[config.mk]
export PLATFORM = sky130hd
export DESIGN_NAME = station_result_voter
export DESIGN_NICKNAME = d
export VERILOG_FILES = /design/src/rtl/core/svr_pkg.sv /design/src/rtl/core/station_result_voter.sv
export SDC_FILE = /design/constraint.sdc
export NUM_CORES = 1
export LEC_CHECK = 0
export ABC_AREA = 1
export BUFFER_PORTS_ARGS = -buffer_cell sky130_fd_sc_hd__buf_4
export CELL_PAD_IN_SITES_DETAIL_PLACEMENT = 1
export CELL_PAD_IN_SITES_GLOBAL_PLACEMENT = 2
export CORE_MARGIN = 2
export CORE_UTILIZATION = 40
export CTS_BUF_LIST = sky130_fd_sc_hd__clkbuf_4
export DETAILED_ROUTE_END_ITERATION = 12
export PLACE_DENSITY_LB_ADDON = 0.25
export SLEW_MARGIN = 20
export SYNTH_ARGS = -nofsm -noshare
export SYNTH_HDL_FRONTEND = slang
export SYNTH_SLANG_ARGS = --single-unit
[constraint.sdc]
create_clock -name clk -period 7.66 [get_ports clk]
set_input_delay 1.532 -clock clk [delete_from_list [all_inputs] [get_ports clk]]
set_output_delay 1.532 -clock clk [all_outputs]
set_load 0.02 [all_outputs]
[src/rtl/core/svr_pkg.sv]
package svr_pkg;

  // Station store geometry
  localparam int STATIONS = 8;
  localparam int SLOT_W   = (STATIONS > 1) ? $clog2(STATIONS) : 1;
  localparam int CNT_W    = $clog2(STATIONS + 1);

  // Accumulator and divider widths
  localparam int SUM_W  = 16 + $clog2(STATIONS);
  localparam int WSUM_W = 8 + $clog2(STATIONS);
  localparam int DVD_W  = (SUM_W > WSUM_W + 15) ? SUM_W : WSUM_W + 15;
  localparam int DVS_W  = (CNT_W > WSUM_W) ? CNT_W : WSUM_W;
  localparam int QUO_W  = 16;
  localparam int MAJ_W  = SUM_W + 4;
  localparam int WCMP_W = WSUM_W + 4;

  localparam logic [15:0] SEV_ONE = 16'd32768;

  // Configuration port
  localparam int REG_W     = 64;
  localparam int REG_IDX_W = 2;
  localparam logic [REG_IDX_W-1:0] REG_STRATEGY = 2'd0;
  localparam logic [REG_IDX_W-1:0] REG_EXPECTED = 2'd1;
  localparam logic [REG_IDX_W-1:0] REG_TIMEOUT  = 2'd2;
  localparam logic [REG_IDX_W-1:0] REG_WEIGHTS  = 2'd3;

  // Command codes
  localparam logic [1:0] CMD_VERDICT = 2'd0;
  localparam logic [1:0] CMD_TICK    = 2'd1;
  localparam logic [1:0] CMD_CLEAR   = 2'd2;

  // Fusion strategies
  localparam logic [2:0] STRAT_ANY      = 3'd0;
  localparam logic [2:0] STRAT_ALL      = 3'd1;
  localparam logic [2:0] STRAT_MAJORITY = 3'd2;
  localparam logic [2:0] STRAT_WEIGHTED = 3'd3;
  localparam logic [2:0] STRAT_WORST    = 3'd4;

  typedef struct packed {
    logic [1:0]  cmd;
    logic [2:0]  station;
    logic        pass_flag;
    logic [15:0] severity_in;
    logic [1:0]  level_in;
    logic [15:0] cycle_time_in;
  } verdict_t;

  typedef struct packed {
    logic        pass_out;
    logic [15:0] severity_out;
    logic [1:0]  level_out;
    logic [15:0] confidence_out;
    logic [15:0] cycle_time_out;
    logic        timed_out;
    logic [3:0]  stations_used;
  } result_t;

  // Weight of one station; stations past the packed word weigh 255.
  function automatic logic [7:0] weight_of(input logic [63:0] weights,
                                           input logic [SLOT_W-1:0] idx);
    logic [5:0] base;
    base = 6'(32'(idx) * 8);
    if (32'(idx) >= 8) return 8'hFF;
    return weights[base +: 8];
  endfunction

endpackage

[src/rtl/core/station_result_voter.sv]
// Station result voter. Verdict, tick and clear commands are taken while busy is
// low. A command that completes a set, or a tick that expires the timer with
// verdicts stored, starts a fusion: busy covers a scan of every slot (one slot
// scanned per cycle through a single compare/accumulate unit), a setup step, the
// radix-2 divider when two or more verdicts are fused in majority mode, or in
// weighted mode with a nonzero weight total, and an output step. The fused result
// appears on result with done high for exactly one cycle, in the cycle busy falls;
// it cannot be held off, so the receiver must take it then. Configuration writes
// take effect at once and are meant for idle periods.
module station_result_voter (
  input  logic                                clk,
  input  logic                                rst,
  input  logic                                start,
  input  svr_pkg::verdict_t                   verdict,
  output logic                                busy,
  output logic                                done,
  output svr_pkg::result_t                    result,
  input  logic                                wr_en,
  input  logic [svr_pkg::REG_IDX_W-1:0]       wr_index,
  input  logic [svr_pkg::REG_W-1:0]           wr_data
);

  typedef enum logic [4:0] {
    ST_IDLE = 5'b00001,
    ST_SCAN = 5'b00010,
    ST_PREP = 5'b00100,
    ST_DIV  = 5'b01000,
    ST_OUT  = 5'b10000
  } state_t;

  state_t state;

  // Configuration registers
  logic [2:0]  strategy;
  logic [3:0]  expected_count;
  logic [15:0] timeout_ticks;
  logic [63:0] station_weights;

  // Station store
  logic                       slot_valid      [svr_pkg::STATIONS];
  logic                       slot_pass       [svr_pkg::STATIONS];
  logic [15:0]                slot_severity   [svr_pkg::STATIONS];
  logic [1:0]                 slot_level      [svr_pkg::STATIONS];
  logic [15:0]                slot_cycle_time [svr_pkg::STATIONS];
  logic [svr_pkg::CNT_W-1:0]  stored_count;

  // Timer
  logic [15:0] timer_left;
  logic        timer_running;

  // Scan accumulators
  logic [svr_pkg::SLOT_W-1:0] scan_idx;
  logic [svr_pkg::CNT_W-1:0]  acc_n;
  logic [svr_pkg::CNT_W-1:0]  acc_okc;
  logic [svr_pkg::SUM_W-1:0]  acc_sevsum;
  logic [15:0]                acc_sevmax;
  logic [1:0]                 acc_worst_lv;
  logic [1:0]                 acc_lvmax;
  logic [1:0]                 acc_lvmin;
  logic [15:0]                acc_ctmax;
  logic [svr_pkg::WSUM_W-1:0] acc_wok;
  logic [svr_pkg::WSUM_W-1:0] acc_wtot;
  logic                       first_pass;
  logic [15:0]                first_sev;
  logic [1:0]                 first_lvl;
  logic                       timed;

  // Divider
  logic [svr_pkg::DVS_W-1:0]  div_rem;
  logic [svr_pkg::DVS_W-1:0]  div_divisor;
  logic [svr_pkg::QUO_W-1:0]  div_low;
  logic [3:0]                 div_cnt;

  // Command decode
  logic                       accept;
  logic                       station_ok;
  logic                       is_verdict;
  logic [svr_pkg::SLOT_W-1:0] slot_wr;
  logic [svr_pkg::CNT_W-1:0]  count_new;
  logic                       set_complete;
  logic [15:0]                timer_dec;
  logic                       fuse_timeout;
  logic                       clear_store;
  logic [15:0]                sev_sat;

  always_comb begin
    busy         = (state != ST_IDLE);
    accept       = start && !busy;
    station_ok   = (32'(verdict.station) < svr_pkg::STATIONS);
    is_verdict   = accept && (verdict.cmd == svr_pkg::CMD_VERDICT) && station_ok;
    slot_wr      = svr_pkg::SLOT_W'(verdict.station);
    count_new    = stored_count + {{(svr_pkg::CNT_W-1){1'b0}}, ~slot_valid[slot_wr]};
    set_complete = is_verdict && (32'(count_new) >= 32'(expected_count));
    timer_dec    = (timer_left != 16'd0) ? timer_left - 16'd1 : 16'd0;
    fuse_timeout = accept && (verdict.cmd == svr_pkg::CMD_TICK) && timer_running &&
                   (timer_dec == 16'd0) && (stored_count != '0);
    clear_store  = (accept && (verdict.cmd == svr_pkg::CMD_CLEAR)) || (state == ST_OUT);
    sev_sat      = (verdict.severity_in > svr_pkg::SEV_ONE) ? svr_pkg::SEV_ONE
                                                            : verdict.severity_in;
  end

  // Write configuration registers
  always_ff @(posedge clk) begin
    if (rst) begin
      strategy        <= svr_pkg::STRAT_ANY;
      expected_count  <= 4'd8;
      timeout_ticks   <= 16'd0;
      station_weights <= '1;
    end else if (wr_en) begin
      case (wr_index)
        svr_pkg::REG_STRATEGY: strategy        <= wr_data[2:0];
        svr_pkg::REG_EXPECTED: expected_count  <= wr_data[3:0];
        svr_pkg::REG_TIMEOUT:  timeout_ticks   <= wr_data[15:0];
        svr_pkg::REG_WEIGHTS:  station_weights <= wr_data;
        default: ;
      endcase
    end
  end

  // Track valid slots and their count
  always_ff @(posedge clk) begin
    if (rst) begin
      for (int i = 0; i < svr_pkg::STATIONS; i++) slot_valid[i] <= 1'b0;
      stored_count <= '0;
    end else if (clear_store) begin
      for (int i = 0; i < svr_pkg::STATIONS; i++) slot_valid[i] <= 1'b0;
      stored_count <= '0;
    end else if (is_verdict) begin
      slot_valid[slot_wr] <= 1'b1;
      stored_count        <= count_new;
    end
  end

  // Store verdict payload
  always_ff @(posedge clk) begin
    if (is_verdict) begin
      slot_pass[slot_wr]       <= verdict.pass_flag;
      slot_severity[slot_wr]   <= sev_sat;
      slot_level[slot_wr]      <= verdict.level_in;
      slot_cycle_time[slot_wr] <= verdict.cycle_time_in;
    end
  end

  // Run the single-shot timeout
  always_ff @(posedge clk) begin
    if (rst) begin
      timer_running <= 1'b0;
      timer_left    <= 16'd0;
    end else if (accept) begin
      case (verdict.cmd)
        svr_pkg::CMD_VERDICT: begin
          if (set_complete) begin
            timer_running <= 1'b0;
            timer_left    <= 16'd0;
          end else if (station_ok && !timer_running && (timeout_ticks != 16'd0)) begin
            timer_running <= 1'b1;
            timer_left    <= timeout_ticks;
          end
        end
        svr_pkg::CMD_TICK: begin
          if (timer_running) begin
            timer_left <= timer_dec;
            if (timer_dec == 16'd0) timer_running <= 1'b0;
          end
        end
        svr_pkg::CMD_CLEAR: begin
          timer_running <= 1'b0;
          timer_left    <= 16'd0;
        end
        default: ;
      endcase
    end
  end

  // Divider setup values
  logic                        need_div;
  logic [svr_pkg::DVD_W-1:0]   div_dividend;
  logic [svr_pkg::DVS_W-1:0]   div_divisor_in;
  logic [svr_pkg::DVS_W:0]     div_trial;
  logic                        div_qbit;
  logic [7:0]                  scan_w;
  logic                        multi;

  always_comb begin
    multi  = (32'(acc_n) >= 2);
    scan_w = svr_pkg::weight_of(station_weights, scan_idx);
    if (strategy == svr_pkg::STRAT_MAJORITY) begin
      need_div       = multi;
      div_dividend   = svr_pkg::DVD_W'(acc_sevsum);
      div_divisor_in = svr_pkg::DVS_W'(acc_n);
    end else begin
      need_div       = multi && (strategy == svr_pkg::STRAT_WEIGHTED) && (acc_wtot != '0);
      div_dividend   = svr_pkg::DVD_W'(acc_wok) << 15;
      div_divisor_in = svr_pkg::DVS_W'(acc_wtot);
    end
    div_trial = {div_rem, div_low[svr_pkg::QUO_W-1]};
    div_qbit  = (div_trial >= {1'b0, div_divisor});
  end

  // Sequence the scan, divide and output steps
  always_ff @(posedge clk) begin
    if (rst) begin
      state <= ST_IDLE;
      done  <= 1'b0;
    end else begin
      done <= (state == ST_OUT);
      case (state)
        ST_IDLE: begin
          if (set_complete || fuse_timeout) state <= ST_SCAN;
        end
        ST_SCAN: begin
          if (32'(scan_idx) == svr_pkg::STATIONS - 1) state <= ST_PREP;
        end
        ST_PREP: begin
          state <= need_div ? ST_DIV : ST_OUT;
        end
        ST_DIV: begin
          if (div_cnt == 4'd15) state <= ST_OUT;
        end
        ST_OUT: begin
          state <= ST_IDLE;
        end
        default: state <= ST_IDLE;
      endcase
    end
  end

  // Accumulate one slot per cycle
  always_ff @(posedge clk) begin
    if (state == ST_IDLE) begin
      scan_idx     <= '0;
      acc_n        <= '0;
      acc_okc      <= '0;
      acc_sevsum   <= '0;
      acc_sevmax   <= 16'd0;
      acc_worst_lv <= 2'd0;
      acc_lvmax    <= 2'd0;
      acc_lvmin    <= 2'd3;
      acc_ctmax    <= 16'd0;
      acc_wok      <= '0;
      acc_wtot     <= '0;
      timed        <= fuse_timeout;
    end else if (state == ST_SCAN) begin
      scan_idx <= scan_idx + svr_pkg::SLOT_W'(1);
      if (slot_valid[scan_idx]) begin
        if (acc_n == '0) begin
          first_pass <= slot_pass[scan_idx];
          first_sev  <= slot_severity[scan_idx];
          first_lvl  <= slot_level[scan_idx];
        end
        acc_n      <= acc_n + svr_pkg::CNT_W'(1);
        acc_wtot   <= acc_wtot + svr_pkg::WSUM_W'(scan_w);
        acc_sevsum <= acc_sevsum + svr_pkg::SUM_W'(slot_severity[scan_idx]);
        if (slot_pass[scan_idx]) begin
          acc_okc <= acc_okc + svr_pkg::CNT_W'(1);
          acc_wok <= acc_wok + svr_pkg::WSUM_W'(scan_w);
        end
        if (slot_severity[scan_idx] > acc_sevmax) begin
          acc_sevmax   <= slot_severity[scan_idx];
          acc_worst_lv <= slot_level[scan_idx];
        end
        if (slot_level[scan_idx] > acc_lvmax) acc_lvmax <= slot_level[scan_idx];
        if (slot_level[scan_idx] < acc_lvmin) acc_lvmin <= slot_level[scan_idx];
        if (slot_cycle_time[scan_idx] > acc_ctmax) acc_ctmax <= slot_cycle_time[scan_idx];
      end
    end
  end

  // Restoring divider, one quotient bit per cycle
  always_ff @(posedge clk) begin
    if (state == ST_PREP) begin
      div_cnt     <= 4'd0;
      div_divisor <= div_divisor_in;
      div_rem     <= svr_pkg::DVS_W'(div_dividend >> 16);
      div_low     <= need_div ? div_dividend[svr_pkg::QUO_W-1:0] : '0;
    end else if (state == ST_DIV) begin
      div_cnt <= div_cnt + 4'd1;
      div_rem <= div_qbit ? svr_pkg::DVS_W'(div_trial - {1'b0, div_divisor})
                          : div_trial[svr_pkg::DVS_W-1:0];
      div_low <= {div_low[svr_pkg::QUO_W-2:0], div_qbit};
    end
  end

  // Combine accumulators into the fused verdict
  svr_pkg::result_t             fused;
  logic [svr_pkg::MAJ_W-1:0]    maj_t;
  logic [svr_pkg::MAJ_W-1:0]    maj_b;
  logic [svr_pkg::WCMP_W-1:0]   wk;
  logic [svr_pkg::WCMP_W-1:0]   wt;
  logic                         all_ok;

  always_comb begin
    maj_t  = svr_pkg::MAJ_W'(acc_sevsum) * svr_pkg::MAJ_W'(10);
    maj_b  = svr_pkg::MAJ_W'(acc_n) * svr_pkg::MAJ_W'(svr_pkg::SEV_ONE);
    wk     = svr_pkg::WCMP_W'(acc_wok);
    wt     = svr_pkg::WCMP_W'(acc_wtot);
    all_ok = (acc_okc == acc_n);

    fused                = '0;
    fused.cycle_time_out = acc_ctmax;
    fused.timed_out      = timed;
    fused.stations_used  = 4'(acc_n);
    fused.severity_out   = acc_sevmax;

    if (!multi) begin
      fused.pass_out     = first_pass;
      fused.severity_out = first_sev;
      fused.level_out    = first_lvl;
    end else begin
      case (strategy)
        svr_pkg::STRAT_ALL: begin
          fused.pass_out  = (acc_okc != '0);
          fused.level_out = (acc_okc != '0) ? 2'd0 : acc_lvmin;
        end
        svr_pkg::STRAT_MAJORITY: begin
          fused.pass_out     = ({acc_okc, 1'b0} >= {1'b0, acc_n});
          fused.severity_out = div_low;
          if (maj_t < svr_pkg::MAJ_W'(3) * maj_b)      fused.level_out = 2'd0;
          else if (maj_t < svr_pkg::MAJ_W'(5) * maj_b) fused.level_out = 2'd1;
          else if (maj_t < svr_pkg::MAJ_W'(8) * maj_b) fused.level_out = 2'd2;
          else                                         fused.level_out = 2'd3;
        end
        svr_pkg::STRAT_WEIGHTED: begin
          fused.pass_out       = (svr_pkg::WCMP_W'(2) * wk > wt);
          fused.confidence_out = div_low;
          if (svr_pkg::WCMP_W'(5) * wk > svr_pkg::WCMP_W'(4) * wt)
            fused.level_out = 2'd0;
          else if (svr_pkg::WCMP_W'(5) * wk > svr_pkg::WCMP_W'(3) * wt)
            fused.level_out = 2'd1;
          else if (svr_pkg::WCMP_W'(10) * wk > svr_pkg::WCMP_W'(3) * wt)
            fused.level_out = 2'd2;
          else
            fused.level_out = 2'd3;
        end
        svr_pkg::STRAT_WORST: begin
          fused.pass_out  = all_ok;
          fused.level_out = acc_worst_lv;
        end
        default: begin
          fused.pass_out  = all_ok;
          fused.level_out = acc_lvmax;
        end
      endcase
    end
  end

  // Hold the result beat for its strobe
  always_ff @(posedge clk) begin
    if (state == ST_OUT) result <= fused;
  end

endmodule

# == Yosys cells after proc, flatten, opt, wreduce, memory -nomap -nowiden ==
# Memory sizes are Yosys's and may differ from the RTL's. A register that Yosys moved wholly into a read port is not among the register bits.
# Cells that the tools add are included.
# totals
regBits,322
mem_bits_rw,288
input_bits,110
output_inout_bits,58
word_cells,218
n_memories,5
# op_classes
add_sub_neg,10
n_mul,6
n_lt_le_gt_ge,16
eq_ne,23
shifts,1
mux,67
bitwise,10
n_reduce_logical,43
# mem_list
name,depth,width,rd,rd_clocked_by_memory_dff,wr,line,rtl
slot_cycle_time,8,16,1,1,1,station_result_voter.sv:44,logic [15:0] slot_cycle_time [svr_pkg::STATIONS];
slot_severity,8,16,1,1,1,station_result_voter.sv:42,logic [15:0] slot_severity [svr_pkg::STATIONS];
slot_level,8,2,1,1,1,station_result_voter.sv:43,logic [1:0] slot_level [svr_pkg::STATIONS];
slot_pass,8,1,1,1,1,station_result_voter.sv:41,logic slot_pass [svr_pkg::STATIONS];
slot_valid,8,1,2,1,8,station_result_voter.sv:40,logic slot_valid [svr_pkg::STATIONS];
# ops
operator,count
2-to-1 mux 16 bit,9
indexed part select 64 x 7 -> 8 bit,1
one-hot mux 16 bit (3 select lines),1
less-than comparator 23 x 22 -> 1 bit,2
2-to-1 mux 3 bit,11
> comparator 16 bit,2
nonzero test 16 bit,2
> comparator 14 x 13 -> 1 bit,2
"multiplier 3 x 11 -> 14 bit, first input constant",2
2-to-1 mux 1 bit,27
2-to-1 mux 26 bit,1
less-than comparator 23 x 21 -> 1 bit,1
adder 11 x 8 -> 11 bit,2
"multiplier 19 x 3 -> 22 bit, second input constant",1
AND reduction 3 bit,7
2-to-1 mux 10 bit,2
2-to-1 mux 5 bit,4
one-hot mux 5 bit (4 select lines),1
adder 19 x 16 -> 19 bit,1
2-to-1 mux 19 bit,1
"> comparator 16 bit, second input constant",1
zero test 16 bit,1
"subtractor 16 x 1 -> 16 bit, second input constant",1
> comparator 15 x 13 -> 1 bit,1
other kinds (49),92

# == Longest topological paths before layout ==
# depth
depth_word,10
depth_mapped,28
mapped_depth_nobuf,28

# == Least setup slack after synthesis ==
# OpenSTA, ideal clock, no wires.
# synth_timing
path_kind,input port to flip-flop
from,input port verdict[38] (netlist bit)
to,"memory slot_cycle_time[0][0], enable pin"
setup_ns,0.522
t_arrival_ns,5.436
required_ns,7.138
slack_ns,1.703
path_stages,5
n_path_buf,1
cell_sequence,inv_1 -> ha_1 -> nand2_2 -> clkbuf_1 -> nor4_1
# synth_between
elab_chain_len,4
# synth_rtl
item,line,rtl
from (decl),station_result_voter.sv:14,"input svr_pkg::verdict_t verdict,"
zero test 2 bit,station_result_voter.sv:90,is_verdict = accept && (verdict.cmd == svr_pkg::CMD_VERDICT) && station_ok;
logical AND 1 bit,station_result_voter.sv:90,
2-to-1 mux 1 bit,station_result_voter.sv:136,if (is_verdict) begin
2-to-1 mux 1 bit (implied by the code),station_result_voter.sv:140,slot_cycle_time[slot_wr] <= verdict.cycle_time_in;
to (decl),station_result_voter.sv:44,
# No other way between the ends.

==> flow_summary.rst <==
.. list-table::
   :header-rows: 1

   * - Metric
     - Value
   * - Post-Synthesis Cells
     - around 3400
   * - Data required time at the worst endpoint
     - 8.48 ns
   * - Post-Synthesis Mean Instance Area
     - 9.24 µm²
   * - Main synth FF type
     - edfxtp_1
   * - Die width
     - 282 µm
   * - Maximum net fanout on the critical path
     - 73
   * - CTS HTree Levels
     - 4
   * - Most frequent standard cell in the layout excluding fill and tap cells
     - nor2_1
   * - Syn nets
     - 3713
   * - Proportion of netlist area held by the largest area contributor
     - between 30% and 40%
   * - Number of placement rows
     - 102
   * - Crit path DAT
     - 5.89 ns
   * - Core region area
     - 77100 µm²
   * - Worst-Skew Late Latency
     - 0.99 ns
   * - Hpwl dp
     - 65200 µm
   * - Clock transition time at the flip-flop clock pins of the worst setup and hold paths
     - 0.07 ns
   * - #FFs+latches synth
     - ~610
   * - Maximum vdd ir drop
     - about 0.14 mV
   * - Share of layout cells above drive strength 1
     - between 10 and 15%
   * - Vertical extent of the die
     - about 280 µm
   * - Clock buffers created by TritonCTS
     - between 150 and 200
   * - Total Neg Setup Slack
     - 0 ns
   * - RSZ-0062 raised after global routing
     - no
   * - Routed wire length per instance
     - 19.9 µm
   * - Number of library cell types mapped by synthesis
     - 53
   * - Fill cell instance count of the final layout
     - 9024
   * - Worst Setup Path Type
     - reg2reg
   * - Class of the tightest hold or removal check
     - reg2reg
   * - Starting density of the core
     - 40.2%
   * - Count of buffers from port buffering
     - between 150 and 200
   * - Synthesized area
     - 31000 µm²
   * - Leakage dissipation
     - 15.0 nW
   * - Drt via density
     - approximately 5.3
   * - Post-CTS Setup Repair Bufs
     - 0
   * - Final wirelength
     - 94500 µm
   * - Asr flop ratio synth
     - 0%
   * - Final hold violations
     - 0
   * - Worst slew margin relative to its limit
     - 30.1%
   * - Total global-route track usage
     - 23.9%
   * - Pin count of the biggest net entering global routing
     - 86
   * - Min Tclk post-route
     - between 5 and 6 ns
   * - Sequential cell area fraction in the yosys report
     - between 50% and 60%
   * - Clock root buffer
     - clkbuf_4
   * - Count of hold buffers inserted by post-cts repair
     - 0
   * - Setup violation total in the final timing report
     - 0
   * - Die area
     - 79800 µm²
   * - Warning count from the yosys run
     - 0
   * - First drt pass iteration count
     - 5
   * - Final core utilization
     - a little under half
   * - Storage element area
     - 16200 µm²
   * - EDFF count, synth
     - 393
   * - Total global routing overflow
     - 0
   * - Number of nets in the layout
     - just under 4000
   * - Worst Clk Skew
     - slightly below 0.08 ns
   * - Resized cells post-CTS
     - 0
   * - Area growth from synthesis to layout
     - 14.2%
   * - Number of antenna violations at the first check in global routing
     - 4
   * - First-pass GRT wire length
     - 148000 µm
   * - Fmax
     - 197 MHz
   * - Max Transition Viols Final
     - 0
   * - Routability Congestion
     - 0.835
   * - Dominant cells by area after synthesis
     - edfxtp_1, dfxtp_1, ha_1
   * - Run status
     - finished, final reports clean
   * - CP Capture Type
     - flip-flop
   * - CTS tree
     - built
   * - Number of DRC violations after detailed routing
     - 0
   * - Via count
     - ~25000
   * - CTS max path bufs
     - 3
   * - Synth area leader
     - edfxtp_1
   * - Power per cell area
     - 215 nW/µm²
   * - Slew of the pin with the lowest slew margin
     - roughly 1.0 ns
   * - Via count of the first global-routing pass
     - about 27000
   * - I/O Pins
     - 168
   * - Number of DRC markers in iteration 0
     - 1501
   * - Most used cells in the layout excluding fill and tap cells
     - nor2_1, nand2_1, edfxtp_1
   * - Multi-input gate area in the final layout
     - 13000 µm²
   * - Final period utilization
     - 66.2%
   * - DRT antenna net count
     - 0
   * - Startpoint kind of the worst setup timing path
     - flip-flop
   * - Number of violations of the max-capacitance limit
     - 0
   * - Clock sink total
     - slightly above 600
-- registers in the layout (all words and copies together), names as in the netlist, 16 cells and up, named ones only --
name and flops:
acc_ctmax 16, acc_sevmax 16, acc_sevsum 19, div_low 16, first_sev 16, result 56, slot_cycle_time 128, slot_level 16
slot_severity 128, station_weights 64, timeout_ticks 16, timer_left 16
-- where the power goes --
part	internal, mW	switching [mW]
combinational	0.305	0.704
clock	1.54	1.43
sequential	3.58	0.0491
-- Yosys cell counts, drive strengths merged, types with 2 or more instances --
cell     count
nor3        35
edfxtp     393
a211oi      28
nand3b       6
nand2      447
o21a         6
or2          7
nor4         9
inv        341
o21bai       8
a21oi      255
clkinv       3
fa           9
clkbuf     106
o311ai       2
a31o         2
o31ai        4
and2         4
xnor2       15
o22ai       79
o2111ai      4
nor3b        3
nand4       28
buf         30
o21ai      360
o211ai      14
nor2       454
xor2        44
nand3      148
a31oi       42
a21o        12
dfxtp      220
ha         235
-- critical path, stage by stage, from the launching register on --
cell and delay [ns]:
dfxtp_4 0.55, inv_4 0.63, buf_4 0.69, o21ai_0 0.18, o22ai_1 0.16, nor2_1 0.06
a31oi_1 0.60, ha_1 0.37, nand2_1 0.08, o21ai_0 0.09, nand2_1 0.07, o211ai_1 0.08
nand2_1 0.67, inv_1 0.30, o21ai_0 0.30, a21oi_1 0.06
-- path summary, 6_finish.rpt --
kind                 from            end  slack, ns  cells past startpoint
min          acc_ctmax[5]     result[10]       0.44                      0
max reg2reg     flip-flop  acc_sevmax[1]       2.59                     15
max             flip-flop  acc_sevmax[1]       2.59                     15
min reg2reg  acc_ctmax[5]     result[10]       0.44                      0
-- layer usage --
metal	track usage (%)	up-vias	wire length [µm]
met4	9.06	0	2790
met5	0	-	0
met1	30.6	12400	42200
li1	-	12200	-
met3	4.05	171	4140
met2	40.5	502	45400
-- stage by stage --
| stage | hold slack [ns] | worst slack [ns] | power [mW] | cell area (µm²) | std cells |
|---|---|---|---|---|---|
| floorplan | 0.400 | 1.70 | 4.35 | 31000 | 3359 |
| global placement | 0.416 | 2.90 | 4.67 | 33300 | 4457 |
| detailed placement | 0.423 | 2.61 | 4.71 | 33300 | 4457 |
| CTS | 0.446 | 2.60 | 7.71 | 35400 | 4745 |
| global route | 0.460 | 2.06 | 8.01 | 35400 | 4748 |
| finish | 0.443 | 2.59 | 7.61 | 35400 | 4748 |
-- kinds of logic after synthesis --
| logic type | Yosys count | share of synthesized area [%] |
|---|---|---|
| simple gates | 1142 | 15.3 |
| compound gates | 821 | 14.8 |
| flops | 613 | 52.2 |
| buf+inv | 480 | 6.02 |
| fa+ha+maj | 244 | 10.1 |
| xor+xnor | 59 | 1.67 |
-- final cells by class --
| type | instances | share of cell area (%) |
|---|---|---|
| multi-input combinational | 2266 | 36.7 |
| inverter | 344 | 3.66 |
| clock buffer | 244 | 5.17 |
| timing repair buffer | 194 | 4.11 |
| sequential | 613 | 45.8 |
| antenna | 3 | 0.0212 |
| tap | 1040 | 3.67 |
| clock inverter | 44 | 0.876 |
(Power assumes the default switching activity.)
